--- src/rtl/esl_pkg.sv ---
// Shared types, result codes and character helpers for the escaped string
// literal decoder. No dependencies; the apb, dec, out_buf and top use it.
`default_nettype none

package esl_pkg;

    // Result kinds.
    localparam logic [1:0] KIND_BYTE   = 2'd0;
    localparam logic [1:0] KIND_OK     = 2'd1;
    localparam logic [1:0] KIND_SYNTAX = 2'd2;
    localparam logic [1:0] KIND_LONG   = 2'd3;

    // Characters with a special meaning.
    localparam logic [7:0] CH_NUL    = 8'h00;
    localparam logic [7:0] CH_QUOTE  = 8'h22;
    localparam logic [7:0] CH_SQUOTE = 8'h27;
    localparam logic [7:0] CH_QMARK  = 8'h3F;
    localparam logic [7:0] CH_BSLASH = 8'h5C;
    localparam logic [7:0] CH_DIG0   = 8'h30;
    localparam logic [7:0] CH_DIG1   = 8'h31;
    localparam logic [7:0] CH_DIG2   = 8'h32;
    localparam logic [7:0] CH_DIG3   = 8'h33;
    localparam logic [7:0] CH_X      = 8'h78;
    localparam logic [7:0] CH_ESC    = 8'h1B;

    // Address decode of the configuration port.
    localparam int unsigned PADDR_W = 3;
    localparam int unsigned CAP_W   = 9;
    localparam logic [CAP_W-1:0] CAP_RESET = 9'd256;

    typedef struct packed {
        logic [7:0] data_byte;
        logic [1:0] kind;
        logic       last;
    } t_result;

    // Up to two results produced by one input character.
    typedef struct packed {
        logic [1:0] num;
        t_result    r0;
        t_result    r1;
    } t_pair;

    // Returns {valid, nibble}.
    function automatic logic [4:0] hex_val(input logic [7:0] c);
        logic [4:0] v;
        v = 5'd0;
        if (c >= 8'h30 && c <= 8'h39) begin
            v = {1'b1, c[3:0]};
        end else if ((c >= 8'h61 && c <= 8'h66) || (c >= 8'h41 && c <= 8'h46)) begin
            v = {1'b1, c[3:0] + 4'd9};
        end
        return v;
    endfunction

    function automatic logic is_oct(input logic [7:0] c);
        return (c >= CH_DIG0) && (c < 8'h38);
    endfunction

    // Simple one-character escapes; returns {valid, byte}.
    function automatic logic [8:0] esc_map(input logic [7:0] c);
        logic [8:0] v;
        case (c)
            8'h61:     v = {1'b1, 8'h07};
            8'h62:     v = {1'b1, 8'h08};
            8'h65:     v = {1'b1, CH_ESC};
            8'h66:     v = {1'b1, 8'h0C};
            8'h6E:     v = {1'b1, 8'h0A};
            8'h72:     v = {1'b1, 8'h0D};
            8'h74:     v = {1'b1, 8'h09};
            8'h76:     v = {1'b1, 8'h0B};
            CH_QMARK:  v = {1'b1, c};
            CH_BSLASH: v = {1'b1, c};
            CH_SQUOTE: v = {1'b1, c};
            CH_QUOTE:  v = {1'b1, c};
            default:   v = 9'd0;
        endcase
        return v;
    endfunction

    function automatic t_result mk_res(input logic [7:0] b, input logic [1:0] k);
        t_result r;
        r.data_byte = b;
        r.kind      = k;
        r.last      = 1'b0;
        return r;
    endfunction

endpackage

`default_nettype wire

--- src/rtl/esld_ifs.sv ---
// Valid/ready channel interfaces for the character input and result output.
// Depends on nothing but the handshake convention valid && ready.
`default_nettype none

interface esld_in_if;
    logic       valid;
    logic       ready;
    logic [7:0] ch;

    modport source (output valid, output ch, input ready);
    modport sink (input valid, input ch, output ready);
endinterface

interface esld_out_if;
    logic       valid;
    logic       ready;
    logic [7:0] data_byte;
    logic [1:0] kind;
    logic       last;

    modport source (output valid, output data_byte, output kind, output last, input ready);
    modport sink (input valid, input data_byte, input kind, input last, output ready);
endinterface

`default_nettype wire

--- src/rtl/esld_apb.sv ---
// Configuration register block: capacity register on an APB-style port.
// Uses esl_pkg for widths and reset value; outputs the clamped capacity.
`default_nettype none

module esld_apb
    import esl_pkg::*;
#(
    parameter int unsigned MAX_CAPACITY = 256
) (
    input  wire logic               i_clk,
    input  wire logic               i_rst_n,
    input  wire logic               psel,
    input  wire logic               penable,
    input  wire logic               pwrite,
    input  wire logic [PADDR_W-1:0] paddr,
    input  wire logic [31:0]        pwdata,
    output logic [31:0]             prdata,
    output logic                    pready,
    output logic [CAP_W-1:0]        o_cap_eff
);

    localparam logic [CAP_W-1:0] CAP_LIM =
        (MAX_CAPACITY > 511) ? 9'd511 : CAP_W'(MAX_CAPACITY);

    logic [CAP_W-1:0] r_cap;
    logic             sel_cap;

    assign sel_cap = (paddr[PADDR_W-1] == 1'b0);
    assign pready  = 1'b1;
    assign prdata  = sel_cap ? {23'd0, r_cap} : 32'd0;

    always_ff @(posedge i_clk) begin
        if (!i_rst_n) begin
            r_cap <= CAP_RESET;
        end else if (psel && penable && pwrite && sel_cap) begin
            r_cap <= pwdata[CAP_W-1:0];
        end
    end

    // Zero behaves as one, values above the build limit as the limit.
    always_comb begin
        if (r_cap == '0) begin
            o_cap_eff = 9'd1;
        end else if (r_cap > CAP_LIM) begin
            o_cap_eff = CAP_LIM;
        end else begin
            o_cap_eff = r_cap;
        end
    end

endmodule

`default_nettype wire

--- src/rtl/esld_in_stage.sv ---
// Input register for the character channel.
// Uses esld_in_if; releases the held character when the decoder advances.
`default_nettype none

module esld_in_stage (
    input  wire logic  i_clk,
    input  wire logic  i_rst_n,
    esld_in_if.sink    i_in,
    input  wire logic  i_adv,
    output logic       o_valid,
    output logic [7:0] o_ch
);

    logic       r_valid;
    logic [7:0] r_ch;

    assign i_in.ready = !r_valid || i_adv;
    assign o_valid    = r_valid;
    assign o_ch       = r_ch;

    always_ff @(posedge i_clk) begin
        if (!i_rst_n) begin
            r_valid <= 1'b0;
        end else if (i_in.valid && i_in.ready) begin
            r_valid <= 1'b1;
        end else if (i_adv) begin
            r_valid <= 1'b0;
        end
    end

    always_ff @(posedge i_clk) begin
        if (i_in.valid && i_in.ready) begin
            r_ch <= i_in.ch;
        end
    end

endmodule

`default_nettype wire

--- src/rtl/esld_dec.sv ---
// Literal decoder state and next-state logic: phase, partial escape value
// and stored byte count. Uses esl_pkg; yields up to two results per character.
`default_nettype none

module esld_dec
    import esl_pkg::*;
(
    input  wire logic             i_clk,
    input  wire logic             i_rst_n,
    input  wire logic             i_adv,
    input  wire logic [7:0]       i_ch,
    input  wire logic [CAP_W-1:0] i_cap,
    output t_pair                 o_pair
);

    typedef enum logic [2:0] {
        PH_IDLE = 3'd0,
        PH_LIT  = 3'd1,
        PH_ESC  = 3'd2,
        PH_HEX1 = 3'd3,
        PH_HEX2 = 3'd4,
        PH_ZERO = 3'd5,
        PH_OCT2 = 3'd6,
        PH_OCT3 = 3'd7
    } t_phase;

    t_phase           r_phase, n_phase;
    logic [7:0]       r_part, n_part;
    logic [CAP_W-1:0] r_cnt, n_cnt;

    logic             st0, chain, fin;
    logic [7:0]       st0_byte;
    logic [4:0]       hv;
    logic [8:0]       em;
    logic             oct;
    logic [2:0]       dig;
    logic [CAP_W-1:0] cnt1;
    t_result          res0, res1;
    logic [1:0]       num;

    // True when one more stored byte still leaves room for the terminator.
    function automatic logic cap_ok(input logic [CAP_W-1:0] cnt, input logic [CAP_W-1:0] cap);
        return ({1'b0, cnt} + 10'd1) < {1'b0, cap};
    endfunction

    assign hv   = hex_val(i_ch);
    assign em   = esc_map(i_ch);
    assign oct  = is_oct(i_ch);
    assign dig  = i_ch[2:0];
    assign cnt1 = r_cnt + 9'd1;

    always_comb begin
        n_phase  = r_phase;
        n_part   = r_part;
        n_cnt    = r_cnt;
        st0      = 1'b0;
        st0_byte = 8'd0;
        chain    = 1'b0;
        fin      = 1'b0;
        res0     = '0;
        res1     = '0;
        num      = 2'd0;

        case (r_phase)
            PH_IDLE: begin
                if (i_ch == CH_QUOTE) begin
                    n_cnt   = '0;
                    n_part  = 8'd0;
                    n_phase = PH_LIT;
                end else begin
                    res0 = mk_res(8'd0, KIND_SYNTAX);
                    num  = 2'd1;
                    fin  = 1'b1;
                end
            end
            PH_LIT: begin
                if (i_ch == CH_QUOTE) begin
                    res0 = mk_res(8'd0, KIND_OK);
                    num  = 2'd1;
                    fin  = 1'b1;
                end else if (i_ch == CH_NUL) begin
                    res0 = mk_res(8'd0, KIND_SYNTAX);
                    num  = 2'd1;
                    fin  = 1'b1;
                end else if (i_ch == CH_BSLASH) begin
                    n_phase = PH_ESC;
                end else begin
                    st0      = 1'b1;
                    st0_byte = i_ch;
                end
            end
            PH_ESC: begin
                if (em[8]) begin
                    st0      = 1'b1;
                    st0_byte = em[7:0];
                end else if (i_ch == CH_X) begin
                    n_phase = PH_HEX1;
                end else if (i_ch == CH_DIG0) begin
                    n_phase = PH_ZERO;
                    n_part  = 8'd0;
                end else if (i_ch == CH_DIG1 || i_ch == CH_DIG2 || i_ch == CH_DIG3) begin
                    n_part  = {dig[1:0], 6'd0};
                    n_phase = PH_OCT2;
                end else begin
                    res0 = mk_res(8'd0, KIND_SYNTAX);
                    num  = 2'd1;
                    fin  = 1'b1;
                end
            end
            PH_HEX1: begin
                if (hv[4]) begin
                    n_part  = {hv[3:0], 4'd0};
                    n_phase = PH_HEX2;
                end else begin
                    res0 = mk_res(8'd0, KIND_SYNTAX);
                    num  = 2'd1;
                    fin  = 1'b1;
                end
            end
            PH_HEX2: begin
                if (hv[4]) begin
                    st0      = 1'b1;
                    st0_byte = r_part + {4'd0, hv[3:0]};
                end else begin
                    res0 = mk_res(8'd0, KIND_SYNTAX);
                    num  = 2'd1;
                    fin  = 1'b1;
                end
            end
            PH_ZERO: begin
                if (oct) begin
                    n_part  = {2'd0, dig, 3'd0};
                    n_phase = PH_OCT3;
                end else begin
                    // A lone zero escape stores NUL, then the character
                    // is taken again as in the literal phase.
                    st0      = 1'b1;
                    st0_byte = 8'd0;
                    chain    = 1'b1;
                end
            end
            PH_OCT2: begin
                if (oct) begin
                    n_part  = r_part + {2'd0, dig, 3'd0};
                    n_phase = PH_OCT3;
                end else begin
                    res0 = mk_res(8'd0, KIND_SYNTAX);
                    num  = 2'd1;
                    fin  = 1'b1;
                end
            end
            default: begin
                if (oct) begin
                    st0      = 1'b1;
                    st0_byte = r_part + {5'd0, dig};
                end else begin
                    res0 = mk_res(8'd0, KIND_SYNTAX);
                    num  = 2'd1;
                    fin  = 1'b1;
                end
            end
        endcase

        if (st0) begin
            if (cap_ok(r_cnt, i_cap)) begin
                res0    = mk_res(st0_byte, KIND_BYTE);
                num     = 2'd1;
                n_cnt   = cnt1;
                n_part  = 8'd0;
                n_phase = PH_LIT;
                if (chain) begin
                    if (i_ch == CH_QUOTE) begin
                        res1 = mk_res(8'd0, KIND_OK);
                        num  = 2'd2;
                        fin  = 1'b1;
                    end else if (i_ch == CH_NUL) begin
                        res1 = mk_res(8'd0, KIND_SYNTAX);
                        num  = 2'd2;
                        fin  = 1'b1;
                    end else if (i_ch == CH_BSLASH) begin
                        n_phase = PH_ESC;
                    end else if (cap_ok(cnt1, i_cap)) begin
                        res1  = mk_res(i_ch, KIND_BYTE);
                        num   = 2'd2;
                        n_cnt = cnt1 + 9'd1;
                    end else begin
                        res1 = mk_res(8'd0, KIND_LONG);
                        num  = 2'd2;
                        fin  = 1'b1;
                    end
                end
            end else begin
                // The byte that reaches capacity is withheld.
                res0 = mk_res(8'd0, KIND_LONG);
                num  = 2'd1;
                fin  = 1'b1;
            end
        end

        if (fin) begin
            n_phase = PH_IDLE;
            n_part  = 8'd0;
            n_cnt   = '0;
        end

        if (num == 2'd1) begin
            res0.last = 1'b1;
        end
        if (num == 2'd2) begin
            res1.last = 1'b1;
        end
    end

    assign o_pair.num = num;
    assign o_pair.r0  = res0;
    assign o_pair.r1  = res1;

    always_ff @(posedge i_clk) begin
        if (!i_rst_n) begin
            r_phase <= PH_IDLE;
            r_part  <= 8'd0;
            r_cnt   <= '0;
        end else if (i_adv) begin
            r_phase <= n_phase;
            r_part  <= n_part;
            r_cnt   <= n_cnt;
        end
    end

    a_idle_clean: assert property (@(posedge i_clk) disable iff (!i_rst_n)
        (r_phase == PH_IDLE) |-> (r_cnt == '0 && r_part == 8'd0))
        else $error("idle phase with leftover count or partial value");

    // A stored byte that does not also end the literal leaves a nonzero count.
    a_cnt_below_cap: assert property (@(posedge i_clk) disable iff (!i_rst_n)
        (i_adv && num != 2'd0 && (res0.kind == KIND_BYTE) && !fin) |=>
            (r_cnt != '0))
        else $error("stored byte did not advance the count");

endmodule

`default_nettype wire

--- src/rtl/esld_out_buf.sv ---
// Two-slot result register: holds the results of one character and
// presents them in order on the output channel. Uses esl_pkg and esld_out_if.
`default_nettype none

module esld_out_buf
    import esl_pkg::*;
(
    input  wire logic  i_clk,
    input  wire logic  i_rst_n,
    input  wire logic  i_in_valid,
    input  wire t_pair i_pair,
    output logic       o_adv,
    esld_out_if.source o_out
);

    logic [1:0] r_cnt;
    t_result    r_s0, r_s1;
    logic       pop;

    assign o_out.valid     = (r_cnt != 2'd0);
    assign o_out.data_byte = r_s0.data_byte;
    assign o_out.kind      = r_s0.kind;
    assign o_out.last      = r_s0.last;

    assign pop   = o_out.valid && o_out.ready;
    // A held character advances if the buffer is empty or drains this cycle.
    assign o_adv = i_in_valid && ((r_cnt == 2'd0) || (r_cnt == 2'd1 && pop));

    always_ff @(posedge i_clk) begin
        if (!i_rst_n) begin
            r_cnt <= 2'd0;
        end else if (o_adv) begin
            r_cnt <= i_pair.num;
        end else if (pop) begin
            r_cnt <= r_cnt - 2'd1;
        end
    end

    always_ff @(posedge i_clk) begin
        if (o_adv) begin
            r_s0 <= i_pair.r0;
            r_s1 <= i_pair.r1;
        end else if (pop) begin
            r_s0 <= r_s1;
        end
    end

    a_pair_first_not_last: assert property (@(posedge i_clk) disable iff (!i_rst_n)
        (r_cnt == 2'd2) |-> (!r_s0.last && r_s1.last))
        else $error("two held results with wrong last marking");

    a_non_byte_zero: assert property (@(posedge i_clk) disable iff (!i_rst_n)
        (o_out.valid && o_out.kind != KIND_BYTE) |-> (o_out.data_byte == 8'd0))
        else $error("end result carries a nonzero data byte");

    a_cnt_range: assert property (@(posedge i_clk) disable iff (!i_rst_n)
        (r_cnt != 2'd3))
        else $error("result buffer count out of range");

endmodule

`default_nettype wire

--- src/rtl/escaped_string_literal_decoder.sv ---
// Escaped string literal decoder, top level.
// Instantiates esld_apb, esld_in_stage, esld_dec and esld_out_buf; uses esl_pkg.
//
// Usage:
//   i_in carries one raw character per request (valid/ready). The block waits
//   for an opening quote, then returns one decoded byte per plain character or
//   completed escape on o_out, and ends the literal with closed ok, syntax
//   error or too long. A lone zero escape followed by a non-backslash
//   character can yield two results for one request; last marks the final
//   result of a request. An accepted character passes the input register and
//   the output register. Throughput: one character per cycle while o_out.ready
//   is high, bounded by one result per cycle through the two-slot register.
//   Stalls: when o_out.ready is low the results stay held, the input register
//   keeps one more character, and then i_in.ready drops until the output drains.
//   Reset (synchronous, active low): capacity returns to 256, the decoder waits
//   for an opening quote and the channels are empty. No clearing pass is needed.
//   Configuration: capacity at byte address 0, written while the block is idle.
`default_nettype none

module escaped_string_literal_decoder
    import esl_pkg::*;
#(
    parameter int unsigned MAX_CAPACITY = 256
) (
    input  wire logic               i_clk,
    input  wire logic               i_rst_n,
    esld_in_if.sink                 i_in,
    esld_out_if.source              o_out,
    input  wire logic               psel,
    input  wire logic               penable,
    input  wire logic               pwrite,
    input  wire logic [PADDR_W-1:0] paddr,
    input  wire logic [31:0]        pwdata,
    output logic [31:0]             prdata,
    output logic                    pready
);

    logic [CAP_W-1:0] cap_eff;
    logic             adv;
    logic             ch_valid;
    logic [7:0]       ch;
    t_pair            pair;

    esld_apb #(
        .MAX_CAPACITY(MAX_CAPACITY)
    ) u_apb (
        .i_clk     (i_clk),
        .i_rst_n   (i_rst_n),
        .psel      (psel),
        .penable   (penable),
        .pwrite    (pwrite),
        .paddr     (paddr),
        .pwdata    (pwdata),
        .prdata    (prdata),
        .pready    (pready),
        .o_cap_eff (cap_eff)
    );

    esld_in_stage u_in (
        .i_clk   (i_clk),
        .i_rst_n (i_rst_n),
        .i_in    (i_in),
        .i_adv   (adv),
        .o_valid (ch_valid),
        .o_ch    (ch)
    );

    esld_dec u_dec (
        .i_clk   (i_clk),
        .i_rst_n (i_rst_n),
        .i_adv   (adv),
        .i_ch    (ch),
        .i_cap   (cap_eff),
        .o_pair  (pair)
    );

    esld_out_buf u_out (
        .i_clk      (i_clk),
        .i_rst_n    (i_rst_n),
        .i_in_valid (ch_valid),
        .i_pair     (pair),
        .o_adv      (adv),
        .o_out      (o_out)
    );

endmodule

`default_nettype wire
--- src/flat_wrapper.sv ---
// flat-port wrapper written by rule: the top's interface ports become plain ports
module escaped_string_literal_decoder_flat import esl_pkg::*;
#(
    parameter int unsigned MAX_CAPACITY = 256
)
  (i_clk, i_rst_n, psel, penable, pwrite, paddr, pwdata, prdata, pready, i_in_valid, i_in_ch, i_in_ready, o_out_valid, o_out_data_byte, o_out_kind, o_out_last, o_out_ready);
  esld_in_if i_in_i ();
  esld_out_if o_out_i ();
  input  wire logic i_clk;
  input  wire logic i_rst_n;
  input  wire logic psel;
  input  wire logic penable;
  input  wire logic pwrite;
  input  wire logic [PADDR_W-1:0] paddr;
  input  wire logic [31:0] pwdata;
  output logic [31:0] prdata;
  output logic pready;
  input wire logic [$bits(i_in_i.valid)-1:0] i_in_valid;
  input wire logic [$bits(i_in_i.ch)-1:0] i_in_ch;
  output wire logic [$bits(i_in_i.ready)-1:0] i_in_ready;
  output wire logic [$bits(o_out_i.valid)-1:0] o_out_valid;
  output wire logic [$bits(o_out_i.data_byte)-1:0] o_out_data_byte;
  output wire logic [$bits(o_out_i.kind)-1:0] o_out_kind;
  output wire logic [$bits(o_out_i.last)-1:0] o_out_last;
  input wire logic [$bits(o_out_i.ready)-1:0] o_out_ready;
  assign i_in_i.valid = i_in_valid;
  assign i_in_i.ch = i_in_ch;
  assign i_in_ready = i_in_i.ready;
  assign o_out_valid = o_out_i.valid;
  assign o_out_data_byte = o_out_i.data_byte;
  assign o_out_kind = o_out_i.kind;
  assign o_out_last = o_out_i.last;
  assign o_out_i.ready = o_out_ready;
  escaped_string_literal_decoder #(.MAX_CAPACITY(MAX_CAPACITY)) u_core (.i_clk(i_clk), .i_rst_n(i_rst_n), .i_in(i_in_i), .o_out(o_out_i), .psel(psel), .penable(penable), .pwrite(pwrite), .paddr(paddr), .pwdata(pwdata), .prdata(prdata), .pready(pready));
endmodule
--- config.mk ---
export PLATFORM = sky130hd
export DESIGN_NAME = escaped_string_literal_decoder_flat
export DESIGN_NICKNAME = d
export VERILOG_FILES = /design/src/rtl/esl_pkg.sv /design/src/rtl/esld_ifs.sv /design/src/rtl/esld_apb.sv /design/src/rtl/esld_in_stage.sv /design/src/rtl/esld_dec.sv /design/src/rtl/esld_out_buf.sv /design/src/rtl/escaped_string_literal_decoder.sv /design/src/flat_wrapper.sv
export SDC_FILE = /design/constraint.sdc
export NUM_CORES = 1
export LEC_CHECK = 0
export BUFFER_PORTS_ARGS = -buffer_cell sky130_fd_sc_hd__buf_2
export CORE_AREA = 2 2 123 137
export DETAILED_ROUTE_END_ITERATION = 7
export DIE_AREA = 0 0 125 139
export PLACE_DENSITY = 0.56
export SKIP_LAST_GASP = 1
export SLEW_MARGIN = 0
export SYNTH_ARGS = -nofsm -noshare
export SYNTH_HDL_FRONTEND = slang
export SYNTH_SLANG_ARGS = --single-unit
--- constraint.sdc ---
create_clock -name i_clk -period 3.3 [get_ports i_clk]
set_input_delay 0.165 -clock i_clk [delete_from_list [all_inputs] [get_ports i_clk]]
set_output_delay 0.165 -clock i_clk [all_outputs]
set_load 0.005 [all_outputs]
==> flow_metrics.py <==
metrics = {
    "status": {
        "run_status": "finished, violations left",
        "violations": "setup timing",
    },
    "grt": {
        "first_global_vias": 5518,
        "grt_max_degree": 27,
        "global_route_wire_length_before_repair_um": 27200,
        "grt_overflow_total": 0,
        "grt.total_usage_pct": 19.3,
        "number_of_antenna_violations_at_the_first_check_in_global_routing": 0,
    },
    "setup_path": {
        "crit_path_end_kind": "flip-flop",
        "critical_path.n_buffers_inverters": 1,
        "critical_path.top_delay_family": "simple AND/OR/NAND/NOR gates",
        "rrSetupSlack_ns": -0.03,
        "startpoint_type": "flip-flop",
        "r2r.worst_path.cells": 14,
        "critPathKind": "flip-flop to flip-flop",
        "crit-reg2reg-capture": "u_core.u_dec.r_cnt[4]",
        "crit_slowest_cell": "sky130_fd_sc_hd__or3_4",
        "crit_chain": "ha_4, xor2_4, nand3_2, or3_4, nor2_4, xnor2_1, ha_1, a21o_1, a21oi_2, and4_4, nand4_4, buf_6, or3_1, a32o_1",
        "crit-reg2reg-launch": "u_core.u_dec.r_cnt[0]",
        "critPathArrivalTime_ns": 3.57,
        "crit_fanout": 7,
        "cp_slowest_stage_delay_ns": 0.40,
        "critical_path_required_ns": 3.54,
    },
    "clock_network": {
        "cts_htree_levels": 3,
        "insertion_delay_ns": 0.34,
        "clkSlewWorstSetupHoldPaths_ns": 0.06,
        "cts_root_buf": "sky130_fd_sc_hd__clkbuf_16",
        "cts_tree": "built",
        "cts_buffer_count": 9,
        "tritoncts_num_sinks": 62,
        "clock_path_buffers": 2,
    },
    "hold_path": {
        "hold_removal_path_class": "input pin to flip-flop",
        "min_delay_path_depth": 3,
        "min-delay-start": "i_in_valid",
        "timing.hold.worst_endpoint": "u_core.u_in.o_valid",
    },
    "sta": {
        "timing.setup.tns_ns": -0.0791,
        "hold_violations": 0,
        "finalWorstSetupSlack_ns": -0.0335,
        "timing_max_transition_violations_final": 0,
        "final_period_minus_worst_setup_slack_ns": 3.33,
        "final.hold.worst_slack_ns": 0.0441,
        "finalSetupViolations": 3,
        "timing.slew.headroom_pct": 56.1,
        "timing_worst_slew_pin_value_ns": 0.657,
        "final.period_utilization_pct": 101,
        "max_clock_freq_mhz": 300,
        "worst_clock_skew_ns": 0.00802,
        "rsz0062_at_grt": "true",
    },
    "logic_synthesis": {
        "synthesis.instances": 663,
        "synth_top_flop_cell": "sky130_fd_sc_hd__dfxtp_1",
        "mappedNetlistArea_mm2": 0.00548,
        "synth-edff-count": 30,
        "ys_warn_count": 0,
        "count_of_different_cell_masters_after_synthesis": 88,
        "synth_area_leaders": "sky130_fd_sc_hd__edfxtp_1, sky130_fd_sc_hd__dfxtp_1, sky130_fd_sc_hd__ha_1",
        "syn-mean-instance-area_um2": 8.26,
        "synth_most_common_cell": "sky130_fd_sc_hd__nand2_1",
        "synth.cells.most_frequent": "sky130_fd_sc_hd__nand2_1, sky130_fd_sc_hd__a21oi_1, sky130_fd_sc_hd__o21ai_0, sky130_fd_sc_hd__ha_1, sky130_fd_sc_hd__nor2_1",
        "netlist.top_cell.by_area": "sky130_fd_sc_hd__edfxtp_1",
        "ys_seq_elements": 62,
        "ys_async_sr_fraction_pct": 0,
        "yosysSeqAreaShare_pct": 28.2,
        "yosys.area.top_type_share_pct": 16.5,
    },
    "floorplanning": {
        "die_area_mm2": 0.0174,
        "io_pins": 96,
        "die-width_um": 125,
        "fp-row-count": 49,
        "placeableCoreArea_mm2": 0.0161,
        "die_h_um": 139,
        "start_util_pct": 34.1,
    },
    "layout": {
        "fillers": 1557,
        "layout.area.seq_mm2": 0.00155,
        "num_antenna_cells": 0,
        "fin_area_mm2": 0.00729,
        "fin_util_pct": 45.4,
        "multi_input_logic_area_mm2": 0.00392,
        "design.final.nets": 885,
        "area.growth.synth_to_final_pct": 33.2,
        "final_layout_size_suffix_gt1_share_pct": 30.4,
        "layout.cells.non_filler": 1006,
    },
    "routing": {
        "route.final.wire_length_um": 16700,
        "met2WireLength_um": 8850,
        "route.top_layer_used": "met4",
        "detail_route.first_pass.iterations": 5,
        "detailroute.wirelength.met3_um": 642,
        "route.detailed.drc": 0,
        "wl_met1_um": 6730,
        "antenna_violating_nets_post_route": 0,
        "detail_route.iter0.violations": 387,
        "post_drt_wl_per_cell_um": 16.6,
        "via_per_inst": 5.39,
        "vias": 5418,
    },
    "power_and_ir_drop": {
        "power_mw": 2.36,
        "cellPowerDensity_mw_per_mm2": 323,
        "ir_drop_mv": 0.284,
        "leakage_nw": 2.97,
    },
    "placement": {
        "place_worst_setup_slack_ns": -0.200,
        "gp_congestion": 0.901,
        "post-dp-hpwl_um": 12700,
        "place.port_buffers": 46,
        "placed_cells_incl_taps": 953,
        "dpl-instance-area_mm2": 0.00637,
    },
    "job": {
        "max_cap_viol_count": 0,
    },
}
per-layer routing:
layer  up-vias  global-route usage, %
met5         -                      0
met4         0                   8.30
met3        33                   3.51
met2       132                   35.6
met1      2595                   21.5
li1       2658                      -
sequential cells by signal, summed over array words and instances (netlist names):
register                      count
u_core.u_out.o_out.data_byte      8
u_core.u_apb.r_cap                9
u_core.u_dec.r_part               8
u_core.u_out.o_out.last           1
u_core.u_dec.r_cnt                9
u_core.u_out.o_out.kind           2
u_core.u_out.r_s1                11
u_core.u_in.o_valid               1
u_core.u_dec.r_phase              3
u_core.u_in.o_ch                  8
u_core.u_out.r_cnt                2
area by class of cell:
class,count,area share [%]
timing repair buffer,160,15.5
tap,204,3.50
clock buffer,12,3.96
clock inverter,4,0.446
sequential,62,21.3
inverter,32,1.65
multi-input combinational,532,53.7
where the power goes:
group	switching (mW)	internal [mW]	total, mW
Sequential	0.0280	0.882	0.910
Clock	0.389	0.626	1.01
Combinational	0.252	0.183	0.435
worst register-to-register path: stages, from the launching register on:
cell,delay (ns)
sky130_fd_sc_hd__dfxtp_4,0.36
sky130_fd_sc_hd__ha_4,0.19
sky130_fd_sc_hd__xor2_4,0.20
sky130_fd_sc_hd__nand3_2,0.11
sky130_fd_sc_hd__or3_4,0.40
sky130_fd_sc_hd__nor2_4,0.09
sky130_fd_sc_hd__xnor2_1,0.11
sky130_fd_sc_hd__ha_1,0.26
sky130_fd_sc_hd__a21o_1,0.18
sky130_fd_sc_hd__a21oi_2,0.18
sky130_fd_sc_hd__and4_4,0.27
sky130_fd_sc_hd__nand4_4,0.13
sky130_fd_sc_hd__buf_6,0.20
sky130_fd_sc_hd__or3_1,0.31
sky130_fd_sc_hd__a32o_1,0.23
cells by family after synthesis:
| group | Yosys count | share of synthesized area, % |
|---|---|---|
| simple gates | 249 | 24.7 |
| compound gates | 191 | 24.6 |
| other cells | 2 | 0.137 |
| xor+xnor | 28 | 4.48 |
| buf+inv | 91 | 8.43 |
| flops | 62 | 28.2 |
| mux | 2 | 0.388 |
| fa+ha+maj | 38 | 9.10 |
layout by cell type (no fill, tap or decap), types with 5 or more instances in the layout:
master and instances:
sky130_fd_sc_hd__buf_6 6, sky130_fd_sc_hd__nand2_1 80, sky130_fd_sc_hd__xnor2_1 18, sky130_fd_sc_hd__o211ai_1 9, sky130_fd_sc_hd__inv_1 24, sky130_fd_sc_hd__buf_2 46
sky130_fd_sc_hd__nor3_1 8, sky130_fd_sc_hd__o21ai_1 8, sky130_fd_sc_hd__a22o_1 10, sky130_fd_sc_hd__nand3_2 5, sky130_fd_sc_hd__ha_1 27, sky130_fd_sc_hd__nor2b_1 19
sky130_fd_sc_hd__nand3_1 22, sky130_fd_sc_hd__o31ai_1 6, sky130_fd_sc_hd__a31oi_1 6, sky130_fd_sc_hd__or3_1 8, sky130_fd_sc_hd__a21oi_1 40, sky130_fd_sc_hd__conb_1 24
sky130_fd_sc_hd__buf_4 100, sky130_fd_sc_hd__nand2b_1 8, sky130_fd_sc_hd__a21o_1 9, sky130_fd_sc_hd__dfxtp_1 29, sky130_fd_sc_hd__dlygate4sd3_1 8, sky130_fd_sc_hd__o21ai_0 33
sky130_fd_sc_hd__a22oi_1 6, sky130_fd_sc_hd__ha_4 5, sky130_fd_sc_hd__and2_1 9, sky130_fd_sc_hd__nor2_1 31, sky130_fd_sc_hd__edfxtp_1 30, sky130_fd_sc_hd__inv_2 5
sky130_fd_sc_hd__a211oi_1 5, sky130_fd_sc_hd__o21a_1 5, sky130_fd_sc_hd__clkbuf_16 11
worst max path at each step:
stage	depth (start not counted)	endpoint	slack, ns	from
3_5_place_dp	13	u_core.u_dec.r_cnt[6]	-0.20	u_core.u_dec.r_cnt[1]
4_1_cts	14	u_core.u_dec.r_cnt[6]	-0.05	u_core.u_dec.r_cnt[0]
5_1_grt	15	u_core.u_dec.r_cnt[4]	-0.15	u_core.u_dec.r_cnt[1]
6_report	14	u_core.u_dec.r_cnt[4]	-0.03	u_core.u_dec.r_cnt[0]
3_3_place_gp	13	u_core.u_dec.r_cnt[4]	-0.13	u_core.u_dec.r_cnt[1]
2_1_floorplan	16	u_core.u_dec.r_cnt[2]	-0.007	u_core.u_dec.r_cnt[1]
timing repair:
action,4_1_cts,5_1_grt
resized for setup,27,37
hold buffers,8,0
hold endpoints to repair,8,0
pin swaps,12,34
buffers inserted,18,12
endpoints found under the setup margin,22,28
Power figures use the tool's default switching activity.
